**src/design/assert_macros.svh**
```systemverilog
// Assertion helpers used by the cache design file.
`ifndef ASSERT_MACROS_SVH
`define ASSERT_MACROS_SVH
`ifndef SYNTHESIS
`define BBL_ASSERT(label, clk, rst_n, cond) \
    label: assert property (@(posedge clk) disable iff (!rst_n) (cond)) \
        else $error("assertion failed");
`define BBL_ASSERT_IMP(label, clk, rst_n, ante, cons) \
    label: assert property (@(posedge clk) disable iff (!rst_n) (ante) |-> (cons)) \
        else $error("assertion failed");
`else
`define BBL_ASSERT(label, clk, rst_n, cond)
`define BBL_ASSERT_IMP(label, clk, rst_n, ante, cons)
`endif
`endif

```
**src/design/bblc_mem.sv**
```systemverilog
module bblc_mem #(
    parameter int DEPTH = 64,
    parameter int DW    = 8
) (
    input  logic                     i_clk,
    input  logic                     i_rd_en,
    input  logic [$clog2(DEPTH)-1:0] i_rd_addr,
    output logic [DW-1:0]            o_rd_data,
    input  logic                     i_wr_en,
    input  logic [$clog2(DEPTH)-1:0] i_wr_addr,
    input  logic [DW-1:0]            i_wr_data
);
    logic [DW-1:0] r_mem [DEPTH];
    logic [DW-1:0] r_rd_data;

    always_ff @(posedge i_clk) begin
        if (i_wr_en) begin
            r_mem[i_wr_addr] <= i_wr_data;
        end
        if (i_rd_en) begin
            r_rd_data <= r_mem[i_rd_addr];
        end
    end

    assign o_rd_data = r_rd_data;
endmodule

```
**config.mk**
```make
export PLATFORM = sky130hd
export DESIGN_NAME = bblc_mem
export DESIGN_NICKNAME = d
export VERILOG_FILES = /design/src/design/assert_macros.svh /design/src/design/bblc_mem.sv
export SDC_FILE = /design/constraint.sdc
export NUM_CORES = 1
export LEC_CHECK = 0
export CAP_MARGIN = 10
export CELL_PAD_IN_SITES_DETAIL_PLACEMENT = 0
export CELL_PAD_IN_SITES_GLOBAL_PLACEMENT = 1
export CORE_MARGIN = 1.5
export CORE_UTILIZATION = 61
export DETAILED_ROUTE_END_ITERATION = 10
export DONT_BUFFER_PORTS = 1
export GPL_ROUTABILITY_DRIVEN = 0
export HOLD_SLACK_MARGIN = 0.02
export PLACE_DENSITY = 0.89
export SLEW_MARGIN = 20
export SYNTH_ARGS = -nofsm -noshare
export SYNTH_HDL_FRONTEND = slang
export SYNTH_SLANG_ARGS = --single-unit
```
**constraint.sdc**
```tcl
create_clock -name i_clk -period 3 [get_ports i_clk]
set_input_delay 0.3 -clock i_clk [delete_from_list [all_inputs] [get_ports i_clk]]
set_output_delay 0.3 -clock i_clk [all_outputs]
set_load 0.005 [all_outputs]
```
==> results.toml, run 1 <==
[sta]
max-slew-margin-rel_pct = 41.9
hold_viol_final = 0
slew_violations = 0
tns_ns = 0
fmax_ghz = 0.417
holdWs_ns = 0.0450
fin_crit_sh_pct = 79.9
rsz0062_at_grt = "false"
skew_ns = 0.0172
setup_viol = 0
period_needed_ns = 2.40
worstMarginPinSlew_ns = 0.868

[die]
row_count = 66
pin_count = 31
dieArea_um2 = 34300
coreArea_um2 = 32600
die_w_um = 185
start_util_pct = 62.1
die_h_um = 185

[worst_setup_path]
path_cells = "mux4_2, mux2_2, o221a_2, nor3_1, o32ai_1"
worstSetupPathType = "reg2reg"
startpoint_type = "flop"
slowest_stage = "nor3_1"
critPathArrivalTime_ns = 2.67
slowest_delay_ns = 0.52
crit_path_end_kind = "flop"
required_ns = 3.28
path_max_fanout = 1

[cells_and_area]
final_core_util_pct = 69.0
design_area_um2 = 22500
antenna_cells = 0
drive_gt1_share_pct = 24.7
nets = 1026
fill_cells = 1864
area_growth_syn_to_layout_pct = 11.2

[place]
port_buffers = 0
dpl-instance-area_um2 = 20900
dp_hpwl_um = 23800

[cts]
post_cts_resized = 0
htree_levels = 2
clk_pin_slew_ns = 0.06
cts_made_buffers = 48
cts_setup_buffers = 0
cts-root-buf = "clkbuf_16"
clock_path_buffers = 3
cts_tree = "done"
cts_sinks = 520
clk_latency_ns = 0.55

[yosys]
avgSynthCellArea_um2 = 21.5
synth_edf_count = 520
yosysWarnings = 0
postSynth.asyncResetShare_pct = 0
synth_compound_area_share_pct = 2.06
ys_ff_latch = 520
synth-adder-area-share_pct = 0
ys_seq_area_share_pct = 77.1
ys_types = 39
synth_nets = 963
syn_area_um2 = 20200
synthCells = 940
synthXorXnorAreaFrac_pct = 0
yosys.area_share.simple_pct = 3.37
dominantRegCellSynth = "edfxtp_1"
synth_top_family_by_area = "multiplexers"
synth_mux_area_share_pct = 15.9

[global_routing]
antenna_found_initial = 0
grt_start_max_net_pins = 138
grtUsageTotal_pct = 26.9
grt_pass1_wl_um = 64800
grt_pass1_vias = 9826
grt-ovfl-total = 0

[worst_hold_path]
hp-class = "in2reg"

[drt]
drt_iter0_markers = 1417
dr_wl_met2_um = 21400
postRouteAntennaNets = 0
wl_per_cell_um = 29.8
first_pass_iters = 5
vias_per_cell = 6.62
highest_layer = "met4"
wl_met1_um = 16900
drc = 0
finalWirelength_um = 44000
vias = 9762
wl_met3_um = 4320

[flow_run]
cap_violations = 0

[run_status]
outcome = "completed"

[power_and_ir_drop]
p_per_area_nw_per_um2 = 629
power_mw = 14.2
p_leak_nw = 7.03
vdd_drop_max_uv = 386
==> metal layers <==
metal	GRT usage, %	vias up
li1	-	4045
met1	38.0	5043
met2	43.4	590
met3	5.09	84
met4	8.88	0
met5	0	-
==> sequential cells by signal, summed over array words and instances (netlist names) <==
name and cells:
o_rd_data 8, r_mem 512
==> layout make-up <==
| type | instances | area (µm²) | share of cell area [%] |
|---|---|---|---|
| sequential | 520 | 15600 | 69.3 |
| clock inverter | 18 | 106 | 0.472 |
| multi-input combinational | 369 | 4320 | 19.2 |
| clock buffer | 62 | 1270 | 5.66 |
| tap | 442 | 553 | 2.46 |
| timing repair buffer | 64 | 656 | 2.91 |
==> final timing paths <==
check	startpoint	endpoint	slack, ns	cells after the start
worst max-delay path	r_mem[20][6]$_DFFE_PP_	o_rd_data[6]$_DFFE_PP_	0.60	5
worst min-delay path	i_rd_addr[5]	o_rd_data[1]$_DFFE_PP_	0.05	2
worst max register to register	r_mem[20][6]$_DFFE_PP_	o_rd_data[6]$_DFFE_PP_	0.60	5
worst min register to register	r_mem[22][0]$_DFFE_PP_	o_rd_data[0]$_DFFE_PP_	0.95	4
==> logic make-up after synthesis <==
logic type	Yosys count
simple gates	153
compound gates	54
mux	162
flops	520
buf+inv	51
==> cell usage after synthesis, drive strengths merged (3+ instances only) <==
cell / number / area (µm²)
buf: 34 / 253
mux4: 126 / 2840
nand3: 13 / 65.1
a21oi: 3 / 15.0
edfxtp: 520 / 15600
a211oi: 4 / 30.0
o21ai: 4 / 20.0
mux2i: 23 / 230
nor2b: 14 / 87.6
o2111ai: 3 / 26.3
nor2: 83 / 312
a221oi: 6 / 52.6
o221ai: 8 / 70.1
clkbuf: 17 / 63.8
nand3b: 3 / 22.5
o22ai: 8 / 50.1
nand2: 19 / 71.3
nor3: 7 / 35.0
a22oi: 3 / 22.5
mux2: 13 / 146
nand2b: 7 / 43.8
o2bb2ai: 3 / 26.3
==> through the flow <==
| stage | instances | setup slack (ns) |
|---|---|---|
| 3_3_place_gp | 1381 | 0.737 |
| 6_report | 1475 | 0.603 |
| 2_1_floorplan | 940 | 0.894 |
| 4_1_cts | 1475 | 0.704 |
| 5_1_grt | 1475 | 0.621 |
| 3_5_place_dp | 1381 | 0.723 |
==> worst max-delay path, delay by kind of cell, from the launching register on <==
kind,cells,cell delay [ns]
AO/OA/AOI/OAI,2,0.46
flip-flops,1,0.38
AND/OR/NAND/NOR,1,0.52
multiplexers,2,0.77
==> placed cells by master (no fill, tap or decap), drive strengths merged, types with 2 or more instances in the layout <==
master       instances
nand2               19
nor2                83
o32ai                2
o2111ai              3
o2bb2ai              3
nand3               13
nand4                2
a221oi               6
o221ai               8
mux2                13
o221a                2
edfxtp             520
a22oi                3
o21a                 2
nor3                 7
a2111oi              2
o22ai                8
mux4               126
clkbuf              62
o21ai                4
mux2i               23
o41ai                2
nand2b               7
buf                 58
a21oi                3
nor4                 2
clkinvlp             2
dlygate4sd3          6
a211oi               4
nor2b               14
nand3b               3
clkinv              15
==> power by group <==
part | internal [mW] | switching, mW
registers | 8.06 | 0.0235
clock network | 3.06 | 2.46
logic | 0.278 | 0.295
total | 11.4 | 2.78
==> timing repair <==
| action | CTS | global route |
|---|---|---|
| endpoints found under the setup margin | 0 | 0 |
| hold endpoints to repair | 529 | 0 |
| hold buffers | 14 | 0 |
Note: power is estimated with default switching activity, not from simulation.
==> run 2, diff against run 1 <==
- ABC_AREA: default -> 1
- CORE_UTILIZATION: 61 -> 47
- PLACE_DENSITY: 0.89 -> 0.79
- clock period: 3 -> 2.2 ns (I/O delays scaled with it)
==> results.toml, run 2 <==
[sta]
hold_viol_final = 0
period_needed_ns = 2.02
worstMarginPinSlew_ns = 1.08
slew_violations = 0
layout_setup_ws_ns = 0.185
rsz0062_at_grt = "false"
skew_ns = 0.0227
fin_crit_sh_pct = 91.6
holdWs_ns = 0.0264
tns_ns = 0
max-slew-margin-rel_pct = 27.3
fmax_ghz = 0.496
setup_viol = 0

[yosys]
synth_common_cells = "648 x nand2_1, 520 x edfxtp_1, 439 x nand3_1"
ys_ff_latch = 520
dominantRegCellSynth = "edfxtp_1"
yosys.area_share.simple_pct = 23.1
synthCells = 1805
postSynth.asyncResetShare_pct = 0
yosysTopAreaCell = "edfxtp_1"
syn_area_um2 = 21400
synth_nets = 1828
synth_edf_count = 520
ys_seq_area_share_pct = 72.9
yosysWarnings = 0
ys_types = 15
synth_mux_area_share_pct = 0
synth.most_common_cell = "nand2_1"
synth_compound_area_share_pct = 0
yosys-top-cells-area = "edfxtp_1 73%, nand2_1 11%, nand3_1 10%, buf_6 1.8%, nor2_1 0.98%"
synth_top_family_by_area = "simple AND/OR/NAND/NOR gates"
synth-adder-area-share_pct = 0
avgSynthCellArea_um2 = 11.9
synth_top_cell_area_share_pct = 72.9
synthXorXnorAreaFrac_pct = 0

[flow_run]
cap_violations = 0

[drt]
vias = 13900
vias_per_cell = 5.53
postRouteAntennaNets = 0
drc = 0
wl_per_cell_um = 21.1
first_pass_iters = 6
finalWirelength_um = 53000
drt_iter0_markers = 1345

[worst_setup_path]
critPathArrivalTime_ns = 2.48
worstSetupPathType = "in2reg"
crit_path_end_kind = "flop"
path_max_fanout = 257
startpoint_type = "input pin"
required_ns = 2.66

[die]
coreArea_um2 = 45200
die_h_um = 216
dieArea_um2 = 46900
start_util_pct = 47.4
row_count = 78
pin_count = 31
die_w_um = 216

[cells_and_area]
largest_reg_flops = 512
nets = 1887
area_growth_syn_to_layout_pct = 13.0
max_flop_register = "r_mem"
final_cell_mix = "648 x nand2_1, 520 x edfxtp_1, 439 x nand3_1, 84 x buf_4, 56 x nor2_1"
final_common_cell = "nand2_1"
final_core_util_pct = 53.6
drive_gt1_share_pct = 8.77
finalNonFillerCells = 2507
design_area_um2 = 24200

[power_and_ir_drop]
pwr-share-clk_pct = 41.5
seq_power_share_pct = 53.1
p_leak_nw = 8.74
switchingPower_mw = 4.43
p_comb_share_pct = 5.4
p_int_mw = 16.3
power_mw = 20.8
p_per_area_nw_per_um2 = 858
swShare_pct = 21.3
vdd_drop_max_uv = 607

[cts]
clk_pin_slew_ns = 0.06
clk_latency_ns = 0.60
cts-root-buf = "clkbuf_16"
post_cts_resized = 0
htree_levels = 2
clock_path_buffers = 3
cts_tree = "done"
cts_made_buffers = 52
cts_sinks = 520

[place]
port_buffers = 0
place_ws_ns = 0.230
dp.cells = 2385
dp_hpwl_um = 29300
dpl-instance-area_um2 = 22200

[global_routing]
grt_pass1_vias = 13300
grtUsageTotal_pct = 23.0
grt_pass1_wl_um = 81400
antenna_found_initial = 1
grt-ovfl-total = 0
grt_start_max_net_pins = 258

[worst_hold_path]
hp-class = "in2reg"

[run_status]
outcome = "completed"
## run 2: changes by cell type after synthesis, moves of 10 or more
cell,previous run,this run
nand2_1,19,648
nor2b_1,14,0
nor2_1,83,56
mux2_2,13,0
buf_2,11,37
mux4_2,126,0
nand3_1,13,439
buf_6,4,35
inv_1,0,10
mux2i_1,23,0
## run 2: cell type report
type,instances,area (µm²)
well taps,600,751
repair buffers,118,1200
fillers,3795,21000
clock buffers,70,1390
clock inverters,25,245
inverters,12,52.6
multi-input cells,1160,4950
flip-flops and latches,520,15600
diodes,2,5.00
## run 2: logic make-up (layout without fill, tap and decap cells)
kind of cell | count (synthesis) | after routing
and+or+nand+nor | 1160 | 1160
other | 0 | 2
buffers and inverters | 125 | 225
DFF | 520 | 520
## run 2: final timing paths
check	cells past startpoint	to	slack, ns	from
worst min-delay path	1	r_mem[52][6]$_DFFE_PP_	0.03	i_wr_data[6]
worst max-delay path	11	o_rd_data[3]$_DFFE_PP_	0.18	i_rd_addr[0]
worst max register to register	9	o_rd_data[3]$_DFFE_PP_	0.20	r_mem[37][3]$_DFFE_PP_
worst min register to register	8	o_rd_data[0]$_DFFE_PP_	0.90	r_mem[12][0]$_DFFE_PP_
## run 2: power groups by stage
| stage | Clock, mW | Sequential (mW) | Combinational [mW] |
|---|---|---|---|
| detailed placement | 0 | 11.2 | 0.860 |
| global route | 9.13 | 11.0 | 1.24 |
| CTS | 8.72 | 11.0 | 1.12 |
| global placement | 0 | 11.2 | 0.851 |
| floorplan | 0 | 11.2 | 0.771 |
| finish | 8.63 | 11.0 | 1.12 |
## run 2: worst max-delay path, cell delays in order
cell and delay [ns]:
inv_6 0.36, buf_12 0.28, nand2_1 0.09, nand3_1 0.12
nand3_1 0.11, nand2_1 0.08, nand2_1 0.05, nand3_1 0.15
nand3_1 0.16, nand2_1 0.10, dlygate4sd3_1 0.56
## run 2: repair_timing
action	CTS	global route
buffers inserted	0	0
endpoints found under the hold margin	584	0
hold buffers	25	0
## run 2: routing by layer
metal	GRT usage (%)	wire, µm	vias up
met3	4.38	3830	101
li1	-	-	6488
met5	0	0	-
met4	8.45	1820	0
met2	36.3	25100	485
met1	31.9	22300	6788
